**src/hdl/rssf_pkg.sv**
```systemverilog
// Shared types and constants for the ring and sector sky fraction histogram.
package rssf_pkg;

  // Field and register widths fixed by the interface.
  localparam int SKY_W    = 8;
  localparam int CODE_W   = 4;
  localparam int CFG_W    = 4;
  localparam int CFG_IDX_W = 1;
  localparam int BIN_W    = 6;
  localparam int FRAC_W   = 17;

  // Per-bin counters saturate at all ones.
  localparam int COUNT_W  = 21;
  localparam logic [COUNT_W-1:0] COUNT_MAX = {COUNT_W{1'b1}};

  // The divider produces one quotient bit per step.
  localparam int DIV_STEPS = FRAC_W;
  localparam int STEP_W    = $clog2(DIV_STEPS);

  // Configuration register indexes.
  localparam logic [CFG_IDX_W-1:0] CFG_RING_COUNT   = 1'b0;
  localparam logic [CFG_IDX_W-1:0] CFG_SECTOR_COUNT = 1'b1;

  localparam logic [CFG_W-1:0] CFG_COUNT_RESET = 4'd8;

  // Sequencer states.
  typedef enum logic [2:0] {
    ST_IDLE,
    ST_DRAIN,
    ST_READ,
    ST_LOAD,
    ST_DIV,
    ST_EMIT
  } rssf_state_t;

endpackage

```
**src/hdl/rssf_div.sv**
```systemverilog
// Restoring divider giving floor(sky * 65536 / total) one quotient bit per cycle.
module rssf_div (
  input  logic                          clk,
  input  logic                          rst_n,
  input  logic                          start,
  input  logic [rssf_pkg::COUNT_W-1:0]  dividend,
  input  logic [rssf_pkg::COUNT_W-1:0]  divisor,
  output logic                          done,
  output logic [rssf_pkg::FRAC_W-1:0]   quotient
);
  import rssf_pkg::*;

  localparam logic [STEP_W-1:0] LAST_STEP = STEP_W'(DIV_STEPS - 1);

  logic                run_r;
  logic                done_r;
  logic [STEP_W-1:0]   step_r;
  logic [COUNT_W-1:0]  rem_r;
  logic [COUNT_W-1:0]  div_r;
  logic [FRAC_W-1:0]   quo_r;

  logic [COUNT_W:0]    shifted;
  logic                ge;
  logic [COUNT_W:0]    diff;

  // The first step tests the unshifted remainder (the integer bit of the
  // quotient); each later step shifts one fractional bit in.
  always_comb begin
    if (step_r == '0) begin
      shifted = {1'b0, rem_r};
    end else begin
      shifted = {rem_r, 1'b0};
    end
    ge   = (div_r != '0) && (shifted >= {1'b0, div_r});
    diff = shifted - {1'b0, div_r};
  end

  // Control: run for a fixed number of steps, then flag completion.
  always_ff @(posedge clk) begin
    if (!rst_n) begin
      run_r  <= 1'b0;
      done_r <= 1'b0;
      step_r <= '0;
    end else begin
      done_r <= run_r && (step_r == LAST_STEP);
      if (start) begin
        run_r  <= 1'b1;
        step_r <= '0;
      end else if (run_r) begin
        if (step_r == LAST_STEP) begin
          run_r <= 1'b0;
        end
        step_r <= step_r + 1'b1;
      end
    end
  end

  // Datapath: remainder stays below the divisor, so it fits the count width.
  always_ff @(posedge clk) begin
    if (start) begin
      rem_r <= dividend;
      div_r <= divisor;
      quo_r <= '0;
    end else if (run_r) begin
      rem_r <= ge ? diff[COUNT_W-1:0] : shifted[COUNT_W-1:0];
      quo_r <= {quo_r[FRAC_W-2:0], ge};
    end
  end

  assign done     = done_r;
  assign quotient = quo_r;

endmodule

```
**src/hdl/ring_sector_sky_fraction.sv**
```systemverilog
// Top level of the ring and sector sky fraction histogram.
//
//  channel   ports                                        handshake
//  --------  -------------------------------------------  ---------------------------
//  pixel     in_sky_value in_ring_code in_sector_code      start high, busy low
//            in_last_pixel
//  result    out_bin_index out_sky_fraction out_last_bin   out_strobe, one cycle
//  config    cfg_we cfg_index cfg_wdata                    cfg_we high, no wait
//
// Pixels are taken one per cycle while busy is low; a pixel's read-modify-write
// of its bin is a two-stage path round the count memory, with forwarding for
// repeated bins. A last pixel raises busy for a drain state, then per bin a
// memory read, a load, the 17-step divider and an emit state.
// Reset clears the per-bin valid flags, which stand for cleared counts; the
// flags are also cleared at the end of each emission run. Results cannot be
// stalled: each is shown for exactly one cycle.
module ring_sector_sky_fraction #(
  parameter int MAX_RINGS   = 8,
  parameter int MAX_SECTORS = 8
) (
  input  logic                            clk,
  input  logic                            rst_n,
  input  logic                            start,
  output logic                            busy,
  input  logic [rssf_pkg::SKY_W-1:0]      in_sky_value,
  input  logic [rssf_pkg::CODE_W-1:0]     in_ring_code,
  input  logic [rssf_pkg::CODE_W-1:0]     in_sector_code,
  input  logic                            in_last_pixel,
  output logic                            out_strobe,
  output logic [rssf_pkg::BIN_W-1:0]      out_bin_index,
  output logic [rssf_pkg::FRAC_W-1:0]     out_sky_fraction,
  output logic                            out_last_bin,
  input  logic                            cfg_we,
  input  logic [rssf_pkg::CFG_IDX_W-1:0]  cfg_index,
  input  logic [rssf_pkg::CFG_W-1:0]      cfg_wdata
);
  import rssf_pkg::*;

  localparam int DEPTH   = MAX_RINGS * MAX_SECTORS;
  localparam int ADDR_W  = (DEPTH > 1) ? $clog2(DEPTH) : 1;
  localparam int RING_W  = $clog2(MAX_RINGS + 1);
  localparam int SECT_W  = $clog2(MAX_SECTORS + 1);
  localparam int ENTRY_W = 2 * COUNT_W;

  function automatic logic [COUNT_W-1:0] sat_inc(input logic [COUNT_W-1:0] v);
    sat_inc = (v == COUNT_MAX) ? COUNT_MAX : v + 1'b1;
  endfunction

  // Configuration registers.
  logic [CFG_W-1:0] ring_count_r;
  logic [CFG_W-1:0] sector_count_r;

  always_ff @(posedge clk) begin
    if (!rst_n) begin
      ring_count_r   <= CFG_COUNT_RESET;
      sector_count_r <= CFG_COUNT_RESET;
    end else if (cfg_we) begin
      case (cfg_index)
        CFG_RING_COUNT:   ring_count_r   <= cfg_wdata;
        CFG_SECTOR_COUNT: sector_count_r <= cfg_wdata;
        default: ;
      endcase
    end
  end

  // Counts in use, held within one and the maximum.
  logic [RING_W-1:0] rings;
  logic [SECT_W-1:0] sectors;
  logic [ADDR_W-1:0] last_bin_addr;

  always_comb begin
    if (ring_count_r == '0) begin
      rings = RING_W'(1);
    end else if (int'(ring_count_r) > MAX_RINGS) begin
      rings = RING_W'(MAX_RINGS);
    end else begin
      rings = RING_W'(ring_count_r);
    end
    if (sector_count_r == '0) begin
      sectors = SECT_W'(1);
    end else if (int'(sector_count_r) > MAX_SECTORS) begin
      sectors = SECT_W'(MAX_SECTORS);
    end else begin
      sectors = SECT_W'(sector_count_r);
    end
    last_bin_addr = ADDR_W'(int'(rings) * int'(sectors) - 1);
  end

  // Sequencer state and handshake.
  rssf_state_t state_r;
  rssf_state_t state_nxt;
  logic        accept;
  logic        pix_in_range;
  logic [ADDR_W-1:0] pix_bin;
  logic [ADDR_W-1:0] bin_cnt_r;
  logic        div_start;
  logic        div_done;
  logic [FRAC_W-1:0] div_quo;
  logic        emit;
  logic        run_end;

  assign accept = start && !busy;

  // Bin of the incoming pixel; codes of zero or above the count are ignored.
  always_comb begin
    pix_in_range = (in_ring_code != '0) && (int'(in_ring_code) <= int'(rings)) &&
                   (in_sector_code != '0) && (int'(in_sector_code) <= int'(sectors));
    pix_bin = ADDR_W'((int'(in_ring_code) - 1) * int'(sectors) +
                      (int'(in_sector_code) - 1));
  end

  // Next state.
  always_comb begin
    state_nxt = state_r;
    case (state_r)
      ST_IDLE:  if (accept && in_last_pixel) state_nxt = ST_DRAIN;
      ST_DRAIN: state_nxt = ST_READ;
      ST_READ:  state_nxt = ST_LOAD;
      ST_LOAD:  state_nxt = ST_DIV;
      ST_DIV:   if (div_done) state_nxt = ST_EMIT;
      ST_EMIT:  state_nxt = (bin_cnt_r == last_bin_addr) ? ST_IDLE : ST_READ;
      default:  state_nxt = ST_IDLE;
    endcase
  end

  // Sequencer outputs.
  always_comb begin
    busy      = 1'b1;
    div_start = 1'b0;
    emit      = 1'b0;
    run_end   = 1'b0;
    case (state_r)
      ST_IDLE: busy = 1'b0;
      ST_LOAD: div_start = 1'b1;
      ST_EMIT: begin
        emit    = 1'b1;
        run_end = (bin_cnt_r == last_bin_addr);
      end
      default: ;
    endcase
  end

  always_ff @(posedge clk) begin
    if (!rst_n) begin
      state_r   <= ST_IDLE;
      bin_cnt_r <= '0;
    end else begin
      state_r <= state_nxt;
      if (state_r == ST_DRAIN || run_end) begin
        bin_cnt_r <= '0;
      end else if (emit) begin
        bin_cnt_r <= bin_cnt_r + 1'b1;
      end
    end
  end

  // Count memory: each entry holds the sky count above the total count.
  logic [ENTRY_W-1:0] cnt_mem [DEPTH];
  logic [ENTRY_W-1:0] rd_data_r;
  logic [ADDR_W-1:0]  rd_addr;
  logic               wr_en;
  logic [ENTRY_W-1:0] wr_data;

  // Second stage of the pixel update.
  logic               s1_vld_r;
  logic [ADDR_W-1:0]  s1_bin_r;
  logic               s1_sky_r;
  logic               fw_vld_r;
  logic [ADDR_W-1:0]  fw_bin_r;
  logic [ENTRY_W-1:0] fw_data_r;
  logic [DEPTH-1:0]   valid_r;
  logic [ENTRY_W-1:0] s1_cur;
  logic [COUNT_W-1:0] cur_sky;
  logic [COUNT_W-1:0] cur_total;

  assign rd_addr = (state_r == ST_IDLE) ? pix_bin : bin_cnt_r;

  always_ff @(posedge clk) begin
    rd_data_r <= cnt_mem[rd_addr];
    if (wr_en) begin
      cnt_mem[s1_bin_r] <= wr_data;
    end
  end

  always_ff @(posedge clk) begin
    if (!rst_n) begin
      s1_vld_r <= 1'b0;
      fw_vld_r <= 1'b0;
    end else begin
      s1_vld_r <= accept && pix_in_range;
      fw_vld_r <= wr_en;
    end
  end

  always_ff @(posedge clk) begin
    s1_bin_r  <= pix_bin;
    s1_sky_r  <= (in_sky_value != '0);
    fw_bin_r  <= s1_bin_r;
    fw_data_r <= wr_data;
  end

  // The write at the edge of the read is not yet in the memory data: forward it.
  always_comb begin
    if (fw_vld_r && (fw_bin_r == s1_bin_r)) begin
      s1_cur = fw_data_r;
    end else if (valid_r[s1_bin_r]) begin
      s1_cur = rd_data_r;
    end else begin
      s1_cur = '0;
    end
    cur_sky   = s1_cur[ENTRY_W-1:COUNT_W];
    cur_total = s1_cur[COUNT_W-1:0];
    wr_en     = s1_vld_r;
    wr_data   = {(s1_sky_r ? sat_inc(cur_sky) : cur_sky), sat_inc(cur_total)};
  end

  // Valid flags: set on write, all cleared at reset and after each run.
  always_ff @(posedge clk) begin
    if (!rst_n || run_end) begin
      valid_r <= '0;
    end else if (wr_en) begin
      valid_r[s1_bin_r] <= 1'b1;
    end
  end

  // Emission: an entry never written reads as zero counts.
  logic [ENTRY_W-1:0] em_entry;

  assign em_entry = valid_r[bin_cnt_r] ? rd_data_r : '0;

  rssf_div u_div (
    .clk      (clk),
    .rst_n    (rst_n),
    .start    (div_start),
    .dividend (em_entry[ENTRY_W-1:COUNT_W]),
    .divisor  (em_entry[COUNT_W-1:0]),
    .done     (div_done),
    .quotient (div_quo)
  );

  // Result ports.
  assign out_strobe       = emit;
  assign out_bin_index    = BIN_W'(bin_cnt_r);
  assign out_sky_fraction = div_quo;
  assign out_last_bin     = run_end;

endmodule
```
**config.mk**
```make
export PLATFORM = sky130hd
export DESIGN_NAME = ring_sector_sky_fraction
export DESIGN_NICKNAME = d
export VERILOG_FILES = /design/src/hdl/rssf_pkg.sv /design/src/hdl/rssf_div.sv /design/src/hdl/ring_sector_sky_fraction.sv
export SDC_FILE = /design/constraint.sdc
export NUM_CORES = 2
export LEC_CHECK = 0
export ABC_AREA = 1
export BUFFER_PORTS_ARGS = -buffer_cell sky130_fd_sc_hd__buf_2
export CAP_MARGIN = 20
export CELL_PAD_IN_SITES_DETAIL_PLACEMENT = 1
export CELL_PAD_IN_SITES_GLOBAL_PLACEMENT = 1
export CORE_MARGIN = 2
export CORE_UTILIZATION = 47
export DETAILED_ROUTE_END_ITERATION = 10
export HOLD_SLACK_MARGIN = 0.1
export PLACE_DENSITY = 0.82
export SYNTH_ARGS = -nofsm -noshare
export SYNTH_HDL_FRONTEND = slang
export SYNTH_HIERARCHICAL = 1
export SYNTH_SLANG_ARGS = --single-unit
```
**constraint.sdc**
```tcl
create_clock -name clk -period 4.55 [get_ports clk]
set_input_delay 0.2275 -clock clk [delete_from_list [all_inputs] [get_ports clk]]
set_output_delay 0.2275 -clock clk [all_outputs]
set_load 0.05 [all_outputs]
```
# Yosys cells after proc, flatten, opt, wreduce, memory -nomap -nowiden
# Memories as Yosys holds them, arrays and structs flattened. A register that Yosys moved wholly into a read port is not among the register bits.
# Index checks and enable logic that the tools add are counted.
[word_totals]
ff_bits = 204
mem_bits_rw = 2688
out_inout_bits = 26
word_cells = 113
mem_count = 1
inputBits = 26
[op_classes]
n_reduce_logical = 27
n_lt_le_gt_ge = 8
eq_ne = 12
bitwise_logic = 3
add_sub_neg = 9
n_mul = 2
muxes = 34
[mem_list]
columns = ["name", "depth", "width", "rd", "rd_ports_with_merged_regs", "write_ports", "line", "text"]
rows = [
  ["cnt_mem", 64, 42, 1, 1, 1, "ring_sector_sky_fraction.sv:158", "logic [ENTRY_W-1:0] cnt_mem [DEPTH];"],
]
[op_table]
columns = ["cell", "count"]
rows = [
  ["$mux 21", 6],
  ["$mux 42", 3],
  ["$or 64x64->64", 1],
  ["$add 21x1->21 const B", 2],
  ["$eq 21x21->1 const B", 2],
  ["$ge 22x21->1", 1],
  ["$mux 22", 1],
  ["$reduce_bool 21->1", 1],
  ["$sub 21x21->21", 1],
  ["$pmux 3 s6", 1],
  ["$mux 4", 4],
  ["$lt 6x7->1 const B", 2],
  ["$bmux 1 s6", 2],
  ["$eq 6x6->1", 2],
  ["$mux 1", 12],
  ["$logic_and 1x1->1", 10],
  ["$sub 4x1->5 const B", 2],
  ["$gt 4x4->1 const B", 2],
  ["$le 4x4->1", 2],
  ["$logic_not 4->1", 2],
  ["$reduce_bool 4->1", 2],
  ["$reduce_bool 8->1", 1],
  ["$add 6x1->6 const B", 1],
  ["$add 6x5->6", 1],
  ["other kinds (22)", 31],
]

# Logic depth before layout (Yosys ltp)
[depth]
depth_word = 9
mapped_depth = 27
depth_no_buf = 23

# Cells and area by module
# The synthesis kept the hierarchy.
[by_module_without_submodules]
columns = ["mod", "cells_per_inst", "seq_area_each_um2", "instances", "area_each_um2"]
rows = [
  ["ring_sector_sky_fraction", 8790, 84320.9, 1, 113864.2],
  ["rssf_div", 650, 1741.7, 1, 4511.8],
]

# Worst setup path before layout
# Ideal clock, no wire load.
[synth_path]
path_kind = "register to register"
start = "register s1_bin_r[0]"
end = "memory cnt_mem[0][21] in the netlist's numbering, data pin"
period_less_slack_ps = 4724
slack_ps = -174
stages_incl_launch_ff = 19
t_required_ps = 3997
path_buffers = 5
arrival_time_ps = 4171
setup_ps = 553
path_cell_list = "dfxtp_1 > buf_6 > inv_2 > buf_6 > buf_6 > nand2_1 > nand3_1 > nor4_2 > nand2_2 > clkinv_2 > buf_6 > buf_6 > nand2_1 > nand2_2 > ha_1 > nand3_2 > nor3_1 > nand3_1 > a21oi_1"
[synth_via]
elab_chain_cells = 7
word_cells_on_any_way = 10
cone_classes = "add/sub (1); eq/ne (2); mux (6); reduce/logical (1)"
[synth_lines]
columns = ["item", "line", "text"]
rows = [
  ["start, declared", "ring_sector_sky_fraction.sv:166", "logic [ADDR_W-1:0] s1_bin_r;"],
  ["start signal, assigned", "ring_sector_sky_fraction.sv:196", "s1_bin_r <= pix_bin;"],
  ["$bmux 1 s6", "ring_sector_sky_fraction.sv:206", "end else if (valid_r[s1_bin_r]) begin"],
  ["$mux 1 (not written as such)", "ring_sector_sky_fraction.sv:206", ""],
  ["$mux 42", "ring_sector_sky_fraction.sv:206", ""],
  ["$mux 42 (*)", "ring_sector_sky_fraction.sv:204", "if (fw_vld_r && (fw_bin_r == s1_bin_r)) begin"],
  ["$add 21x1->21 / $eq 21x21->1 (equally long branches)", "ring_sector_sky_fraction.sv:46", "sat_inc = (v == COUNT_MAX) ? COUNT_MAX : v + 1'b1;"],
  ["$mux 21", "ring_sector_sky_fraction.sv:46", ""],
  ["$mux 21 (*)", "ring_sector_sky_fraction.sv:214", "wr_data = {(s1_sky_r ? sat_inc(cur_sky) : cur_sky), sat_inc(cur_total)};"],
  ["net wr_data[21]", "ring_sector_sky_fraction.sv:162", "logic [ENTRY_W-1:0] wr_data;"],
  ["end, declared", "ring_sector_sky_fraction.sv:158", ""],
]
# The timed path passes the listed nets; every way through them passes the cells marked *. The select of a mux whose other input is x is not followed.

# Worst setup path after layout
[layout_path]
start = "register ring_count_r[1]"
end = "output out_last_bin"
[layout_via]
elab_chain_cells = 7
word_cells_on_any_way = 8
cone_classes = "add/sub (1); mul (1); order compare (1); eq/ne (1); mux (3); reduce/logical (1)"
[layout_lines]
columns = ["item", "line", "text"]
rows = [
  ["start, declared", "ring_sector_sky_fraction.sv:50", "logic [CFG_W-1:0] ring_count_r;"],
  ["start signal, assigned", "ring_sector_sky_fraction.sv:59", "CFG_RING_COUNT: ring_count_r <= cfg_wdata;"],
  ["$gt 4x4->1", "ring_sector_sky_fraction.sv:74", "end else if (int'(ring_count_r) > MAX_RINGS) begin"],
  ["$mux 4", "ring_sector_sky_fraction.sv:74", ""],
  ["$mux 4 (*)", "ring_sector_sky_fraction.sv:72", "if (ring_count_r == '0) begin"],
  ["$mul 4x4->6 (*)", "ring_sector_sky_fraction.sv:86", "last_bin_addr = ADDR_W'(int'(rings) * int'(sectors) - 1);"],
  ["$sub 6x1->6 (*)", "ring_sector_sky_fraction.sv:86", ""],
  ["$eq 6x6->1 (*)", "ring_sector_sky_fraction.sv:137", "run_end = (bin_cnt_r == last_bin_addr);"],
  ["$mux 1 (*)", "ring_sector_sky_fraction.sv:132", "case (state_r)"],
  ["end, declared", "ring_sector_sky_fraction.sv:32", "output logic out_last_bin,"],
]
# Mark *: on every way between the ends. The rest lies on a longest branch, timed or not.

==> flow_summary.json <==
{
  "drive_gt1_share_pct": 11.8,
  "end_kind": "output port",
  "maxSlewViolCount": 0,
  "cp.arrival_ns": 4.37,
  "dpl.hpwl_um": 232000,
  "hold_start": "in_sky_value[2]",
  "yosys_register_bits": 2934,
  "period_minus_slack_ns": 4.60,
  "grt_util_all_layers_pct": 32.2,
  "boundaryPins": 52,
  "place_congestion": 0.901,
  "yosys_most_used_dff": "edfxtp_1",
  "antenna_found_initial": 11,
  "place_area_um2": 126000,
  "finalClockSkew_ns": 0.0973,
  "fin_cells": 13200,
  "htreeDepth": 5,
  "vias_per_cell": 6.60,
  "cts_buffers": 319,
  "grtUsageMet1_pct": 39.3,
  "ys_seq_area_share_pct": 72.7,
  "powerDensity_nw_per_um2": 535,
  "final_area_um2": 137000,
  "status": "complete, but fails checks",
  "clk_path_buf_depth": 4,
  "slew_headroom_pct": 17.2,
  "start_util_pct": 47.2,
  "cpMostUsedCell": "inv_1",
  "synth_fp_nets": 9535,
  "violations": "setup timing",
  "slowest_stage": "fa_1",
  "crit_chain": "inv_1 > nand2_1 > a21oi_2 > buf_4 > buf_4 > nand2_1 > ha_1 > inv_1 > fa_1 > inv_1 > fa_1 > xor2_1 > nor2_1 > nand4_1 > a21oi_2 > nand3_2 > inv_2 > buf_8",
  "detail_route.wl_per_cell_um": 32.3,
  "post-route-period-util_pct": 101,
  "async_reset_ff_share_pct": 0,
  "hold_viol_final": 0,
  "std_cell_rows": 184,
  "clk-insertion-delay-late_ns": 0.99,
  "grt-ovfl-total": 0,
  "worstPathRequired_ns": 4.32,
  "grt_start_max_net_pins": 205,
  "drcViolationCount": 0,
  "dr.pass1.iters": 6,
  "die_y_um": 506,
  "drt_wl_total_um": 428000,
  "top_usage_layer": "met2",
  "min_path_type": "primary input to register",
  "clkTransAtPathRegs_ns": 0.06,
  "worst_r2r_endpoint": "rd_data_r[30]",
  "timing.final.ws_setup_ns": -0.0489,
  "crit_type": "register to output port",
  "slowest_delay_ns": 0.52,
  "reg2reg_slack_ns": 0.04,
  "port_buffers": 51,
  "grt_pass1_vias": 91900,
  "cts_tree": "yes",
  "ant_nets": 0,
  "holdPathEnd": "s1_sky_r",
  "max_freq_mhz": 217,
  "reg2reg_depth": 21,
  "core_area_um2": 251000,
  "pre_cts_slack_ns": -0.139,
  "fin_util_pct": 54.7,
  "die-area_um2": 256000,
  "finalSetupTns_ns": -0.0489,
  "layout_common_cells": "edfxtp_1 (2730), nor2_1 (1653), o21ai_0 (1436)",
  "r2r-start": "sector_count_r[1]",
  "power_leakage_nw": 40.2,
  "grtUsageMet3_pct": 6.82,
  "path_max_fanout": 4,
  "total_power_mw": 73.5,
  "grt_pass1_wl_um": 612000,
  "cts.sinks": 2934,
  "cts-root-buf": "clkbuf_16",
  "num_vias": 87400,
  "startpoint_type": "register",
  "synth_edf_count": 2730,
  "final_common_cell": "edfxtp_1",
  "yosysWarnings": 6,
  "area_growth_syn_to_layout_pct": 15.9,
  "die_w_um": 506,
  "whs_ns": 0.129,
  "synth_cells": 9440,
  "rsz0062_at_grt": "true",
  "postSynthAreaPerCell_um2": 12.5,
  "ir_worst_vdd_mv": 0.489,
  "whs_path_depth": 4,
  "netlist_area_um2": 118000,
  "finalSetupViolCount": 1,
  "final_nets": 9737,
  "dp.cells": 12600,
  "worstMarginPinSlew_ns": 1.24,
  "maxCapViolCount": 0,
  "met2_usage_pct": 52.5,
  "synth_cell_types": 51,
  "drt-initial-drc-count": 13200
}
-- how the worst max path moves through the flow --
stage | from | endpoint | slack [ns] | cells past startpoint
2_1_floorplan | s1_bin_r[0] | cnt_mem[0][21] | -0.17 | 18
3_3_place_gp | in_ring_code[0] | rd_data_r[21] | -0.17 | 22
3_5_place_dp | in_ring_code[0] | rd_data_r[21] | -0.14 | 22
4_1_cts | ring_count_r[0] | out_last_bin | -0.03 | 17
5_1_grt | ring_count_r[0] | out_last_bin | -0.28 | 18
6_report | ring_count_r[1] | out_last_bin | -0.05 | 18
-- layer usage --
metal / vias to the layer above / wire length [um]
li1: 35400 / -
met5: - / 37
met1: 43700 / 145000
met3: 1805 / 47900
met2: 6497 / 204000
met4: 6 / 31000
-- registers in the layout, indices dropped and copies added, names as in the netlist --
register	cells
fw_data_r	42
valid_r	64
state_r	3
ring_count_r	4
u_div/rem_r	21
out_bin_index	6
fw_vld_r	1
u_div/done	1
u_div/quotient	17
u_div/step_r	5
s1_bin_r	6
u_div/div_r	21
sector_count_r	4
s1_sky_r	1
fw_bin_r	6
u_div/run_r	1
rd_data_r	42
cnt_mem	2688
s1_vld_r	1
-- synthesized netlist by cell type, types with 6 or more instances --
cell      count  area share, %
nor2_2        6          0.032
clkbuf_1    543            1.7
ha_1         55           0.58
o21ai_0    1438            6.1
buf_2        57           0.24
o22ai_1     362            1.9
nor3_1       28           0.12
dfxtp_1     204            3.4
xnor2_1      20           0.15
buf_6        13           0.12
o221ai_1    340            2.5
nand3_1     293            1.2
nand3_2       6          0.051
nand4_1      35           0.18
clkinv_1      6          0.019
inv_1       295           0.94
a21oi_1      38           0.16
nand2_2      20           0.11
buf_4         7          0.044
edfxtp_1   2730             69
o211ai_1    342            2.2
and3_1       41           0.22
nor4_1        6          0.032
nor2_1     1720            5.5
fa_1         14           0.24
xor2_1       27           0.20
nor2_4        7          0.067
nand3b_1     15          0.095
nand2_1     660            2.1
buf_1        35           0.11
o21ai_1      45           0.19
-- area by class of cell --
cell class / count / area (um2)
diodes: 4 / 10.0
clock buffers: 416 / 8660
clock inverters: 147 / 1420
fillers: 24700 / 114000
inverters: 307 / 1210
multi-input cells: 5544 / 29500
flip-flops and latches: 2934 / 86100
well taps: 3348 / 4190
repair buffers: 536 / 6150
-- cell families after synthesis --
kind of cell | count (synthesis) | share of synthesized area (%)
AOI/OAI and AO/OA | 2581 | 13.1
xor gates and xnor gates | 47 | 0.348
adders and majority gates | 69 | 0.818
buffers and inverters | 962 | 3.22
DFF | 2934 | 72.7
and+or+nand+nor | 2847 | 9.78
-- worst max-delay path: cells and delay by family (launching register included) --
family,cells,cell delay (ns)
adder cells (fa/ha/maj),3,1.30
buffers and inverters,7,0.75
AND/OR/NAND/NOR,5,0.58
flip-flops,1,0.31
AO/OA/AOI/OAI,2,0.31
XOR/XNOR,1,0.17
-- power by group --
| part | internal [mW] | switching, mW | leakage (nW) |
|---|---|---|---|
| Clock | 14.8 | 10.9 | 4.94 |
| Combinational | 5.33 | 12.4 | 13.5 |
| Sequential | 29.5 | 0.457 | 21.7 |
-- what timing repair did --
action	4_1_cts	5_1_grt
endpoints found under the hold margin	30	0
buffers inserted	8	10
pin swaps	6	6
gates cloned	0	7
endpoints found under the setup margin	60	1506
gates resized for setup	25	52
hold buffers	31	0
(Power assumes the default switching activity.)
